**src/design/fdt_pkg.sv**
```systemverilog
// Shared constants, types and the FNV-1a byte fold for the hash dedup table.
package fdt_pkg;

	// Table geometry
	localparam int TABLE_DEPTH = 64;
	localparam int IDX_W = (TABLE_DEPTH > 1) ? $clog2(TABLE_DEPTH) : 1;
	localparam int CNT_W = $clog2(TABLE_DEPTH + 1);

	// Hash queue between front and back
	localparam int QDEPTH = 4;
	localparam int QPTR_W = $clog2(QDEPTH);
	localparam int QCNT_W = $clog2(QDEPTH + 1);

	// Field widths
	localparam int HASH_W = 64;
	localparam int OUT_IDX_W = 6;
	localparam int OUT_DATA_W = 72;

	// FNV-1a 64-bit constants
	localparam logic [HASH_W-1:0] FNV_BASIS = 64'hCBF2_9CE4_8422_2325;
	localparam logic [HASH_W-1:0] FNV_PRIME = 64'h0000_0100_0000_01B3;

	// Word pushed into the hash queue
	typedef struct packed {
		logic              valid;
		logic [HASH_W-1:0] hash;
	} q_wr_t;

	// Head of the hash queue
	typedef struct packed {
		logic              valid;
		logic [HASH_W-1:0] hash;
	} q_rd_t;

	// One lookup result
	typedef struct packed {
		logic                 hit;
		logic [OUT_IDX_W-1:0] entry_index;
		logic [HASH_W-1:0]    hash_value;
		logic                 table_full;
	} res_t;

	// Xor the byte in, then multiply by the prime (2^40 + 0x1B3) as shifted adds
	function automatic logic [HASH_W-1:0] fold_byte(input logic [HASH_W-1:0] h,
		input logic [7:0] b);
		logic [HASH_W-1:0] x;
		x = h ^ {{(HASH_W-8){1'b0}}, b};
		return (x << 40) + (x << 8) + (x << 7) + (x << 5) + (x << 4) + (x << 1) + x;
	endfunction

endpackage

```
**src/design/fdt_queue.sv**
```systemverilog
// Small FIFO of final hashes between the hashing front and the table back end.
module fdt_queue (
	input  logic           clk,
	input  logic           arst_n,
	input  fdt_pkg::q_wr_t q_wr,
	output logic           q_full,
	input  logic           pop,
	output fdt_pkg::q_rd_t q_rd
);
	import fdt_pkg::*;

	logic [HASH_W-1:0] slot_q [QDEPTH];
	logic [QPTR_W-1:0] wr_ptr_q;
	logic [QPTR_W-1:0] rd_ptr_q;
	logic [QCNT_W-1:0] cnt_q;
	logic              do_pop;

	assign q_full     = (cnt_q == QCNT_W'(QDEPTH));
	assign q_rd.valid = (cnt_q != '0);
	assign q_rd.hash  = slot_q[rd_ptr_q];
	assign do_pop     = pop && q_rd.valid;

	// Store pushed hashes
	always_ff @(posedge clk) begin
		if (q_wr.valid) begin
			slot_q[wr_ptr_q] <= q_wr.hash;
		end
	end

	// Advance pointers and fill count
	always_ff @(posedge clk or negedge arst_n) begin
		if (!arst_n) begin
			wr_ptr_q <= '0;
			rd_ptr_q <= '0;
			cnt_q    <= '0;
		end else begin
			if (q_wr.valid) begin
				wr_ptr_q <= wr_ptr_q + QPTR_W'(1);
			end
			if (do_pop) begin
				rd_ptr_q <= rd_ptr_q + QPTR_W'(1);
			end
			unique case ({q_wr.valid, do_pop})
				2'b10:   cnt_q <= cnt_q + QCNT_W'(1);
				2'b01:   cnt_q <= cnt_q - QCNT_W'(1);
				default: cnt_q <= cnt_q;
			endcase
		end
	end

endmodule

```
**config.mk**
```make
export PLATFORM = sky130hd
export DESIGN_NAME = fdt_queue
export DESIGN_NICKNAME = d
export VERILOG_FILES = /design/src/design/fdt_pkg.sv /design/src/design/fdt_queue.sv
export SDC_FILE = /design/constraint.sdc
export NUM_CORES = 1
export LEC_CHECK = 0
export BUFFER_PORTS_ARGS = -buffer_cell sky130_fd_sc_hd__buf_2
export CAP_MARGIN = 5
export CORE_MARGIN = 5
export CORE_UTILIZATION = 25
export CTS_CLUSTER_DIAMETER = 120
export DETAILED_ROUTE_END_ITERATION = 8
export SYNTH_ARGS = -nofsm -noshare
export SYNTH_HDL_FRONTEND = slang
export SYNTH_SLANG_ARGS = --single-unit
```
**constraint.sdc**
```tcl
create_clock -name clk -period 4.2 [get_ports clk]
set_input_delay 1.05 -clock clk [delete_from_list [all_inputs] [get_ports clk]]
set_output_delay 1.05 -clock clk [all_outputs]
set_load 0.01 [all_outputs]
```
Yosys cells after proc, flatten, opt, wreduce, memory -nomap -nowiden:

Memories as Yosys holds them, arrays and structs flattened.
Cells that the tools add are included.

* flip-flop bits (word level): 7
* bits in latches: 0
* RAM bits: 256
* memory bits (read-only): 0
* input bits: 68
* logic and storage cells: 17
* memories: 1

* add/sub/neg operators: 4
* multipliers: 0
* divide/modulo/power cells: 0
* magnitude comparators: 0
* equal/unequal tests: 3
* shift operators: 0
* multiplexer cells: 3
* bitwise operators: 0
* reductions and logical operators: 3

Memory list
* slot_q: words 4, bits a word 64, rd ports 1, clocked after memory_dff 0, wr ports 1, line fdt_queue.sv:12 `logic [HASH_W-1:0] slot_q [QDEPTH];`

Operators with widths (count)
* $pmux 3 s2: 1
* $add 2x1->2 const B: 2
* $add 3x1->3 const B: 1
* $eq 3x3->1 const B: 1
* $reduce_bool 3->1: 1
* $sub 3x1->3 const B: 1
* $eq 2x1->1 const B: 1
* $eq 2x2->1 const B: 1
* $mux 1: 2
* $reduce_bool 2->1: 1
* $logic_and 1x1->1: 1

Depth between registers and ports, before layout:

* depth in word-level cells: 4
* depth in mapped cells: 7
* gate-level depth less buffers: 7

Worst setup path before layout:

Ideal clock, no wire load.

* kind: input-to-reg
* from: in q_wr[64] (netlist name)
* to: mem slot_q[0][0] (enable)
* arrival time: 2.557 ns
* required time: 3.771 ns
* slack: 1.215 ns
* cell stages on the path: 1
* buffers on the path: 0
* path through: and2_1

* cells in the longest elaborated chain, start to end: 2

RTL lines
* from (decl): line fdt_queue.sv:5 `input fdt_pkg::q_wr_t q_wr,`
* $mux 1: line fdt_queue.sv:25 `if (q_wr.valid) begin`
* $mux 1 (implied by the code): line fdt_queue.sv:26 `slot_q[wr_ptr_q] <= q_wr.hash;`
* to (decl): line fdt_queue.sv:12

No other way between the ends.

==> impl_metrics.toml <==
[run_status]
status = "complete, no violations"

[clocking]
clock_path_buffers = 3
cts.sinks = 263
postCtsSetupBuffers = 0
cts_htree_levels = 1
cts_buffers = 28
clock_latency_ns = 0.54
cts-root-buf = "clkbuf_16"
hold_buffers = 0
cts_tree = "yes"
post_cts_resize_count = 0
path_clk_slew_ns = 0.06

[yosys]
yosysUniqueCellTypes = 20
synth_compound_area_share_pct = 0.143
synth_top_area_share_pct = 79.8
yosys.area.top_type = "edfxtp_1"
syn_area_per_cell_um2 = 26.0
ys_ff_latch = 263
yosys_warnings = 0
synth_area_um2 = 9640
synth-xor-area-share_pct = 0.545
synthAdderAreaFrac_pct = 0.857
netlist_top_cells_area = "edfxtp_1 80%, mux4_2 15%, dfrtp_1 1.8%"
synth_top_family_by_area = "multiplexers"
muxShareOfSynthArea_pct = 15.1
syn_nets = 445
postSynthCellCount = 371
synth-simple-area-share_pct = 0.506
ys_seq_area_share_pct = 81.6

[routing]
wl_per_cell_um = 17.9
via_per_inst = 4.01
drt_iter0_markers = 195
routed_wl_um = 19100
drcViolationCount = 0
drt_pass1_iterations = 4
route.vias.total = 4275
ant_nets = 0

[setup_path]
reg2reg_depth = 4
worstSetupEndpointType = "output pin"
path_max_fanout = 22
r2r_end = "slot_q[0][34]$_DFFE_PP_"
reg2reg_setup_slack_ns = 2.21
cp.required_ns = 3.15
start_kind = "flop"
path_class = "flop to output pin"
endpoint = "q_rd[29]"
cp.arrival_ns = 2.21
worstReg2RegStart = "wr_ptr_q[0]$_DFFE_PN0P_"
setup.worst_path.start = "rd_ptr_q[0]$_DFFE_PN0P_"

[final_layout]
multi_input_area_um2 = 1660
final_nets = 601
antenna_cells = 0
seq_area_um2 = 7870
drive_gt1_share_pct = 46.6
syn_to_final_growth_pct = 23.8
fillers = 3727
fin_area_um2 = 11900

[sta]
rsz0062_at_grt = "false"
min_period_over_period_pct = 77.6
fin_crit_ns = 3.26
finalHoldViolCount = 0
skew_ns = 0.00721
relSlewSlack_pct = 28.3
drv_slew = 0
max_freq_mhz = 307
final.setup.tns_ns = 0
worst_slew_pin_slew_ns = 1.07
setup_viol = 0

[flow_run]
drv_cap = 0

[power_and_ir_drop]
p_leak_nw = 4.01
powerDensity_nw_per_um2 = 703
peakVddDrop_uv = 375

[grt]
grt_pass1_vias = 4687
grt_usage_pct = 8.94
grt_pass1_wl_um = 28600
grt_max_degree = 65
antenna_found_initial = 1
overflow = 0

[die]
die_height_um = 206
rows = 72
die_area_um2 = 42600
start_util_pct = 25.1
dieWidth_um = 206
io_pins = 134
core_area_um2 = 38400

[placed_design]
placed_cell_area_um2 = 11000
place_congestion = 0.652
dp_hpwl_um = 11700
port_buffers = 133

[min_path]
hold_path.class = "primary input to async pin"
[logic make-up after synthesis]
group,Yosys count
fa+ha+maj,6
flops,263
xor+xnor,6
compound gates,2
simple gates,9
mux,65
buf+inv,20
[how the worst min path moves through the flow]
stage | from | end
2_1_floorplan | cnt_q[2]$_DFFE_PN0P_ | cnt_q[2]$_DFFE_PN0P_
3_3_place_gp | cnt_q[0]$_DFFE_PN0P_ | cnt_q[0]$_DFFE_PN0P_
3_5_place_dp | cnt_q[2]$_DFFE_PN0P_ | cnt_q[2]$_DFFE_PN0P_
4_1_cts | arst_n | wr_ptr_q[0]$_DFFE_PN0P_
5_1_grt | arst_n | wr_ptr_q[0]$_DFFE_PN0P_
6_report | arst_n | rd_ptr_q[1]$_DFFE_PN0P_
[Yosys cell counts, drive strengths merged]
library cell  count
dfrtp             7
buf              13
nor2              1
edfxtp          256
fa                1
inv               6
or3               1
mux4             64
and2              4
o31a              1
clkbuf            1
and3              1
nand2             2
xor2              4
ha                5
o21ai             1
xnor2             2
mux2i             1
[layout by cell type, fill, tap and decap left out]
cell | Yosys | layout
clkbuf_1 | 1 | 4
buf_2 | 6 | 133
clkinv_1 | 0 | 1
buf_12 | 0 | 4
dfrtp_1 | 7 | 5
buf_4 | 2 | 3
mux2i_1 | 1 | 1
nand2_1 | 2 | 2
clkinv_2 | 0 | 2
and2_4 | 0 | 4
clkbuf_16 | 0 | 29
clkinvlp_4 | 0 | 4
ha_1 | 5 | 5
nor2_1 | 1 | 1
xor2_1 | 4 | 4
bufinv_16 | 0 | 3
mux4_2 | 64 | 64
inv_1 | 6 | 6
xnor2_1 | 2 | 2
o21ai_0 | 1 | 1
fa_1 | 1 | 1
and3_1 | 1 | 1
clkinv_4 | 0 | 1
edfxtp_1 | 256 | 256
or3_1 | 1 | 1
clkbuf_8 | 0 | 6
o31a_1 | 1 | 1
dfrtp_4 | 0 | 2
[state kept, by name (all words and copies together), names as in the netlist]
register / count
rd_ptr_q: 2
wr_ptr_q: 2
cnt_q: 3
slot_q: 256
[power by group]
part	switching (mW)	internal, mW	total (mW)
combinational	1.20	1.05	2.26
clock	0.964	1.55	2.51
sequential	0.176	3.44	3.62
[stage by stage]
stage	util, %	power (mW)	setup slack, ns	instances	hold slack [ns]
2_1_floorplan	-	5.14	1.21	371	0.470
3_3_place_gp	28.6	6.01	1.46	1015	0.515
3_5_place_dp	28.6	6.04	1.44	1015	0.511
4_1_cts	31.1	8.58	0.850	1065	0.311
5_1_grt	31.1	8.83	0.768	1065	0.324
6_report	31.1	8.39	0.942	1065	0.352
[layer usage]
layer / track usage (%) / vias up / wire (um)
li1: - / 1892 / -
met1: 11.2 / 2249 / 7940
met2: 15.6 / 97 / 9750
met3: 1.63 / 37 / 906
met4: 3.16 / 0 / 482
met5: 0 / - / 0
[area by class of cell]
type / count / share of cell area (%)
inverters: 6 / 0.189
well taps: 518 / 5.43
clock buffers: 39 / 6.90
flip-flops and latches: 263 / 65.9
multi-input cells: 88 / 13.9
repair buffers: 140 / 6.44
clock inverters: 11 / 1.20
[critical path, stage by stage, from the launching register on]
cell,delay (ns)
dfrtp_4,0.48
buf_4,0.43
mux4_2,0.58
buf_2,0.16
No activity file was read; power rests on OpenSTA's default activity.
