===== src/design/fdt_pkg.sv =====
// Shared constants, types and the FNV-1a byte fold for the hash dedup table.
package fdt_pkg;

	// Table geometry
	localparam int TABLE_DEPTH = 64;
	localparam int IDX_W = (TABLE_DEPTH > 1) ? $clog2(TABLE_DEPTH) : 1;
	localparam int CNT_W = $clog2(TABLE_DEPTH + 1);

	// Hash queue between front and back
	localparam int QDEPTH = 4;
	localparam int QPTR_W = $clog2(QDEPTH);
	localparam int QCNT_W = $clog2(QDEPTH + 1);

	// Field widths
	localparam int HASH_W = 64;
	localparam int OUT_IDX_W = 6;
	localparam int OUT_DATA_W = 72;

	// FNV-1a 64-bit constants
	localparam logic [HASH_W-1:0] FNV_BASIS = 64'hCBF2_9CE4_8422_2325;
	localparam logic [HASH_W-1:0] FNV_PRIME = 64'h0000_0100_0000_01B3;

	// Word pushed into the hash queue
	typedef struct packed {
		logic              valid;
		logic [HASH_W-1:0] hash;
	} q_wr_t;

	// Head of the hash queue
	typedef struct packed {
		logic              valid;
		logic [HASH_W-1:0] hash;
	} q_rd_t;

	// One lookup result
	typedef struct packed {
		logic                 hit;
		logic [OUT_IDX_W-1:0] entry_index;
		logic [HASH_W-1:0]    hash_value;
		logic                 table_full;
	} res_t;

	// Xor the byte in, then multiply by the prime (2^40 + 0x1B3) as shifted adds
	function automatic logic [HASH_W-1:0] fold_byte(input logic [HASH_W-1:0] h,
		input logic [7:0] b);
		logic [HASH_W-1:0] x;
		x = h ^ {{(HASH_W-8){1'b0}}, b};
		return (x << 40) + (x << 8) + (x << 7) + (x << 5) + (x << 4) + (x << 1) + x;
	endfunction

endpackage


===== src/design/fdt_hasher.sv =====
// Front end: folds incoming bytes into the running hash and queues final hashes.
module fdt_hasher (
	input  logic          clk,
	input  logic          arst_n,
	input  logic          s_tvalid,
	output logic          s_tready,
	input  logic [7:0]    s_tdata,   // [7:0] data_byte
	input  logic          s_tlast,   // last_byte
	input  logic          q_full,
	output fdt_pkg::q_wr_t q_wr
);
	import fdt_pkg::*;

	logic [HASH_W-1:0] run_q;
	logic [HASH_W-1:0] h_next;
	logic              take;

	// Accept a byte whenever the queue can take a final hash
	assign s_tready = !q_full;
	assign take     = s_tvalid && s_tready;
	assign h_next   = fold_byte(run_q, s_tdata);

	// Push the final hash on the last byte of a buffer
	assign q_wr.valid = take && s_tlast;
	assign q_wr.hash  = h_next;

	// Advance the running hash, reload the basis after a last byte
	always_ff @(posedge clk or negedge arst_n) begin
		if (!arst_n) begin
			run_q <= FNV_BASIS;
		end else if (take) begin
			run_q <= s_tlast ? FNV_BASIS : h_next;
		end
	end

endmodule


===== config.mk =====
export PLATFORM = sky130hd
export DESIGN_NAME = fdt_hasher
export DESIGN_NICKNAME = d
export VERILOG_FILES = /design/src/design/fdt_pkg.sv /design/src/design/fdt_hasher.sv
export SDC_FILE = /design/constraint.sdc
export NUM_CORES = 1
export LEC_CHECK = 0
export ABC_CLOCK_PERIOD_IN_PS = 7300
export BUFFER_PORTS_ARGS = -buffer_cell sky130_fd_sc_hd__buf_2
export CORE_MARGIN = 2
export CORE_UTILIZATION = 64
export DETAILED_ROUTE_END_ITERATION = 12
export PLACE_DENSITY = 0.82
export SLEW_MARGIN = 20
export SYNTH_ARGS = -nofsm -noshare
export SYNTH_HDL_FRONTEND = slang
export SYNTH_SLANG_ARGS = --single-unit

===== constraint.sdc =====
create_clock -name clk -period 7.3 [get_ports clk]
set_input_delay 1.095 -clock clk [delete_from_list [all_inputs] [get_ports clk]]
set_output_delay 1.095 -clock clk [all_outputs]
set_load 0.1 [all_outputs]

=== Word level (Yosys, flattened, before mapping) ===
Index checks and enable logic that the tools add are counted.

* Add/subtract/negate cells: 6
* Mux-type cells: 1
* Bitwise operators: 1
* Reductions and logical operators: 3

{| class="wikitable"
|+ Operators by type and width
! cell !! number
|-
| 64-bit adder || 6
|-
| 64-bit 2-to-1 mux || 1
|-
| 64-bit by 8-bit bitwise XOR with 64-bit output || 1
|-
| 1-bit logical AND || 2
|-
| 1-bit logical NOT || 1
|}

* Flip-flop bits (word level): 64
* Bits of input ports: 13
* Output and inout bits: 66
* Word-level logic and storage cells: 12

=== Longest topological paths before layout ===
Gate-level depths: netlist of the first run.

* Depth in word-level cells: 8
* Mapped depth: 22
* Mapped depth without buffers: 22

=== Worst setup path before layout of the first run ===
OpenSTA, ideal clock, no wires.

* Kind: input -> output
* Start point: input s_tdata[0]
* End point: output q_wr[49] (netlist bit)
* Arrival time: 8.460 ns
* Required time: 6.205 ns
* Slack: -2.255 ns
* Stages on the path: 21
* Buffers on the path: 0
* Path through: xnor2_1 xnor2_1 ha_1 inv_1 fa_1 inv_1 ha_1 ha_1 ha_1 inv_1 fa_1 nand2b_1 a21oi_2 o41a_4 a311oi_2 or4b_4 a21o_1 and2_4 o21ai_2 a41oi_2 xnor2_1

{| class="wikitable"
|+ RTL lines
! element !! RTL line !! text
|-
| start: declaration || fdt_hasher.sv:7 || <nowiki>input logic [7:0] s_tdata,</nowiki>
|-
| end: declaration || fdt_hasher.sv:10 || <nowiki>output fdt_pkg::q_wr_t q_wr</nowiki>
|}

==> results of run 1 <==
-- kinds of logic (layout without fill, tap and decap cells) --
logic type | after synthesis | in the layout | synth area share
AO/OA/AOI/OAI | 264 | 264 | 0.132
XOR/XNOR | 82 | 82 | 0.0556
AND/OR/NAND/NOR | 228 | 228 | 0.0804
adder cells (fa/ha/maj) | 355 | 355 | 0.481
buffers and inverters | 431 | 563 | 0.125
flip-flops | 64 | 64 | 0.125
multiplexers | 1 | 1 | 0.000862
-- critical path: stages --
cell and delay (ns):
buf_2 0.12, xor2_2 0.25, buf_6 0.19, fa_1 0.44, fa_1 0.58, fa_1 0.46, ha_1 0.34, ha_4 0.31
a21oi_1 0.10, o21ai_0 0.18, a22o_1 0.18, a311oi_2 0.06, or4b_4 0.59, nand2_4 0.10, a31oi_4 0.10, a21o_1 0.26
o311ai_4 0.42, xor2_4 0.22, buf_12 0.20
-- Yosys cell counts, drive strengths merged (23+ instances only) --
cell type	n	area (um2)
xor2	33	297
o21ai	67	339
dfstp	28	736
ha	110	1380
inv	397	1490
xnor2	49	429
a21oi	81	413
a21o	41	308
fa	245	4900
nor2	62	235
clkbuf	23	86.3
nand2	91	347
dfrtp	36	901
-- worst paths after layout --
kind,endpoint,depth (start not counted)
max in group asynchronous,run_q[20]$_DFFE_PN0P_,2
max reg2reg,run_q[61]$_DFFE_PN0P_,20
min in group asynchronous,run_q[10]$_DFFE_PN0P_,2
max,q_wr[61],19
min,run_q[19]$_DFFE_PN0P_,1
min reg2reg,run_q[19]$_DFFE_PN0P_,1
-- metrics by stage --
stage | instances | cell area, um2 | util | TNS [ns] | hold WS, ns
CTS | 1795 | 15900 | 0.792 | 0 | 0.503
global placement | 1778 | 15600 | 0.774 | -0.00682 | 0.484
detailed placement | 1778 | 15600 | 0.774 | -0.326 | 0.490
finish | 1827 | 16500 | 0.819 | -0.00810 | 0.513
global route | 1827 | 16500 | 0.819 | -0.529 | 0.551
floorplan | 1425 | 14000 | - | -2.66 | 0.468
-- layer usage --
layer  global-route usage  vias up  wire [um]
met4                0.211        0       2270
met5                    0        -          0
li1                     -     4633          -
met1                0.505     5412      15100
met2                0.587      579      18900
met3               0.0528      138       3090
-- final cells by class --
type	count	area [um2]	share of cell area
well taps	270	338	0.0205
inverters	397	1510	0.0917
repair buffers	150	1710	0.104
clock buffers	12	246	0.0150
multi-input cells	930	11000	0.668
clock inverters	4	30.0	0.00182
flip-flops and latches	64	1640	0.0995
-- timing repair --
| item | 4_1_cts | 5_1_grt |
|---|---|---|
| pin swaps | 9 | 35 |
| resized for setup | 8 | 52 |
| hold buffers | 0 | 0 |
| setup buffers | 1 | 31 |
| endpoints found under the setup margin | 9 | 16 |
==> impl_metrics.yaml, run 1 <==
placed_design:
  detailed_place_hpwl_mm: 30.0
  io_buffers: 78
  place.gp.congestion: 0.970
  detailedPlace.worstSlack_ns: -0.0981
finish:
  layout_commonest_cell: "inv_1"
  top_regs: "run_q (64)"
  top_register: "run_q"
  largest_register_ffs: 64
  area_growth_pct: 26.0
  nFillCells: 1131
  post_route_cells_drive_above_1_share: 0.218
  count_of_antenna_diodes_in_the_layout: 0
  layout.nets: 1920
  final_cell_mix: "385 x inv_1, 243 x fa_1, 94 x ha_1, 88 x nand2_1, 73 x a21oi_1"
synthesis:
  synth-edff-count: 0
  yosysSeqAreaShare: 0.125
  synthesis.yosys.warnings: 0
  netlist-cell-type-count: 64
  synth.avg_cell_area_um2: 9.16
  synth_async_sr_flop_share: 1.00
  synth_top_flop_cell: "dfrtp_1"
  syn-instance-count: 1425
  mappedNetlistNets: 1793
  synth_area_um2: 13100
  yosys_register_bits: 64
drt:
  drt-initial-drc-count: 1128
  post-route-drc-count: 0
  post_drt_via_cell_ratio: 5.89
  avgRoutedWirePerCell_um: 21.5
  detail_route.wirelength_mm: 39.4
  drt_pass1_iterations: 5
  final_antenna_net_count: 0
  vias: 10800
clock_network:
  clock_sinks: 64
  clock_insertion_delay_worst_skew_ns: 0.35
  ctsRootBufferMaster: "clkbuf_16"
  cts_buffer_depth: 2
  clk_pin_slew_worst_paths_ns: 0.06
  tritoncts.num_buffers: 9
  cts_tree: "built"
  h_tree_level_count: 3
sta:
  timing.slew.headroom: 0.367
  achievable_freq_ghz: 0.137
  timing.final.setup_violations: 1
  hold_violation_count_in_the_final_report: 0
  worst_slack_ns: -0.00810
  worst_slew_pin_slew_ns: 0.950
  rsz_0062_raised_after_global_routing: "true"
  finClkSkew_ns: 0.00572
  layout_min_cycle_time_ns: 7.31
  layout_worst_path_cycle_share: 1.00
  number_of_max_slew_violations_in_the_final_report: 0
global_route:
  grt_overflow: 0
  vias_in_the_first_global_route: 11400
  grt_use_total: 0.373
  grt_antenna_before_repair: 0
  grt_start_max_net_pins: 65
  grt_pass1_wl_mm: 60.7
worst_setup_path:
  setup_crit_end_kind: "output port"
  r2r_startpoint: "run_q[43]$_DFFE_PN1P_"
  path_class: "in2out"
  crit_fanout: 5
  critPathRequiredTime_ns: 6.20
  launch_point_of_the_critical_path: "s_tdata[7]"
  timing.critical_path.from_type: "primary input"
  critical_path_arrival_ns: 6.21
  r2r_setup_slack_ns: 1.37
worst_hold_path:
  holdCritStartpoint: "run_q[19]$_DFFE_PN0P_"
  hold_class: "reg2reg"
die:
  chipHeight_um: 147
  floorplan.die.width_um: 147
  floorplan.die_area_um2: 21600
  initial_core_util: 0.649
  design.portCount: 79
  design.core.area_um2: 20100
  floorplan.rows: 52
run_status:
  outcome: "finished with violations"
  violations: "negative setup slack"
job:
  max_cap_violations: 0
Power of run 1 is not shown: default switching activity piles up to over one toggle a cycle in this logic, so the estimate is an artifact.
==> run 2, diff against run 1 <==
--- a/config.mk
+++ b/config.mk
@@ -7,10 +7,11 @@
 export LEC_CHECK = 0
 export ABC_CLOCK_PERIOD_IN_PS = 7300
 export BUFFER_PORTS_ARGS = -buffer_cell sky130_fd_sc_hd__buf_2
+export CORE_ASPECT_RATIO = 1.75
 export CORE_MARGIN = 2
 export CORE_UTILIZATION = 64
 export DETAILED_ROUTE_END_ITERATION = 12
-export PLACE_DENSITY = 0.82
+export PLACE_DENSITY = 0.83
 export SLEW_MARGIN = 20
 export SYNTH_ARGS = -nofsm -noshare
 export SYNTH_HDL_FRONTEND = slang
==> impl_metrics.yaml, run 2 (synthesis results as in run 1) <==
finish:
  largest_register_ffs: 64
  final_cell_mix: "388 x inv_1, 241 x fa_1, 97 x ha_1, 89 x nand2_1, 73 x a21oi_1"
  layout_commonest_cell: "inv_1"
  post_route_cells_drive_above_1_share: 0.212
  top_regs: "run_q (64)"
  multiInputGateArea_um2: 11000
  area_growth_pct: 25.5
  layout.nets: 1919
  register_area_um2: 1640
  nFillCells: 1184
  fin_cells: 1804
  count_of_antenna_diodes_in_the_layout: 0
  top_register: "run_q"
drt:
  drt-initial-drc-count: 685
  vias: 10800
  detail_route.wirelength_mm: 39.5
  post-route-drc-count: 0
  final_antenna_net_count: 0
  post_drt_via_cell_ratio: 6.00
  avgRoutedWirePerCell_um: 21.9
  drt_pass1_iterations: 7
clock_network:
  cts.hold.buffers_added: 0
  tritoncts.num_buffers: 9
  ctsRootBufferMaster: "clkbuf_16"
  h_tree_level_count: 3
  cts_tree: "built"
  cts_buffer_depth: 2
  clk_pin_slew_worst_paths_ns: 0.06
  clock_insertion_delay_worst_skew_ns: 0.37
  clock_sinks: 64
sta:
  rsz_0062_raised_after_global_routing: "true"
  hold_violation_count_in_the_final_report: 0
  finClkSkew_ns: 0.00953
  achievable_freq_ghz: 0.136
  number_of_max_slew_violations_in_the_final_report: 0
  layout_min_cycle_time_ns: 7.33
  worst_slack_ns: -0.0345
  timing.final.setup_violations: 1
  layout_worst_path_cycle_share: 1.00
  worst_slew_pin_slew_ns: 0.970
  timing.slew.headroom: 0.354
global_route:
  grt_use_total: 0.375
  grt_start_max_net_pins: 65
  grt_pass1_wl_mm: 60.9
  grt_overflow: 0
  grt_antenna_before_repair: 0
  vias_in_the_first_global_route: 11900
worst_hold_path:
  timing.hold.worst_path_depth: 2
  hold_class: "reg2reg"
  holdCritStartpoint: "run_q[2]$_DFFE_PN1P_"
worst_setup_path:
  path_class: "in2out"
  critPathRequiredTime_ns: 6.20
  timing.critical_path.from_type: "primary input"
  launch_point_of_the_critical_path: "s_tdata[0]"
  critical_path_arrival_ns: 6.24
  crit_fanout: 6
  r2r_startpoint: "run_q[47]$_DFFE_PN1P_"
  rr_worst_depth: 21
  setup_crit_end_kind: "output port"
die:
  design.core.area_um2: 20200
  initial_core_util: 0.646
  design.portCount: 79
  chipHeight_um: 193
  floorplan.die.width_um: 112
  floorplan.die_area_um2: 21600
  floorplan.rows: 69
job:
  max_cap_violations: 0
run_status:
  outcome: "finished with violations"
  violations: "negative setup slack"
placed_design:
  place.gp.congestion: 0.985
  placed_cells_incl_taps: 1765
  detailed_place_hpwl_mm: 30.6
  io_buffers: 78
## run 2: cell count changes in the layout (fill, tap and decap cells not counted), sizes merged
| cell | previous run | this run |
|---|---|---|
| buf | 150 | 149 |
| bufinv | 0 | 3 |
| clkbuf | 12 | 9 |
| clkinvlp | 6 | 3 |
| inv | 392 | 395 |
## run 2: path summary, 6_finish.rpt
| kind | slack [ns] | to |
|---|---|---|
| max | -0.03 | q_wr[49] |
| min | 0.52 | run_q[2]$_DFFE_PN1P_ |
| max reg2reg | 1.44 | run_q[61]$_DFFE_PN0P_ |
| min reg2reg | 0.52 | run_q[2]$_DFFE_PN1P_ |
| max in group asynchronous | 5.69 | run_q[61]$_DFFE_PN0P_ |
| min in group asynchronous | 0.93 | run_q[36]$_DFFE_PN0P_ |
## run 2: layer usage
| layer | vias to the layer above | share of wire | routed length, um | global-route usage |
|---|---|---|---|---|
| li1 | 4626 | - | - | - |
| met1 | 5403 | 0.33 | 13000 | 0.400 |
| met2 | 552 | 0.53 | 21100 | 0.672 |
| met3 | 234 | 0.052 | 2050 | 0.0506 |
| met4 | 0 | 0.087 | 3430 | 0.281 |
| met5 | - | 0 | 0 | 0 |
## run 2: final cells by class
cell class                      instances  area share
Multi-Input combinational cell        930       0.668
Timing Repair Buffer                  149       0.100
Sequential cell                        64      0.0999
Clock inverter                          7     0.00733
Tap cell                              248      0.0189
Clock buffer                            9      0.0137
Inverter                              397      0.0914
## run 2: per-stage QoR
stage,cell area [um2],TNS (ns),setup slack (ns),utilization,hold slack [ns]
6_report,16400,-0.0345,-0.0345,0.811,0.524
5_1_grt,16400,-1.02,-0.134,0.811,0.546
4_1_cts,16000,-0.00123,-0.00123,0.794,0.513
3_5_place_dp,15600,-1.47,-0.292,0.772,0.500
3_3_place_gp,15600,-0.812,-0.249,0.772,0.479
2_1_floorplan,14000,-2.66,-0.380,-,0.468
## run 2: critical path, stage by stage
cell        delay, ns
buf_2            0.13
xnor2_4          0.26
clkinvlp_4       0.20
buf_6            0.14
fa_2             0.34
inv_2            0.07
fa_1             0.38
inv_1            0.08
ha_1             0.23
ha_1             0.31
ha_2             0.20
inv_2            0.04
fa_2             0.35
nand2b_4         0.17
a21oi_4          0.14
o41a_4           0.20
a311oi_4         0.09
or4b_4           0.59
a21o_1           0.20
and2_4           0.17
o21ai_4          0.18
a41oi_4          0.18
xnor2_4          0.26
buf_12           0.20
## run 2: repair_timing
| item | CTS | global route |
|---|---|---|
| pin swaps | 8 | 38 |
| setup buffers | 5 | 18 |
| endpoints found under the setup margin | 12 | 18 |
| hold endpoints to repair | 0 | 0 |
| gates resized for setup | 10 | 41 |
Power of run 2 is left out for the same reason.
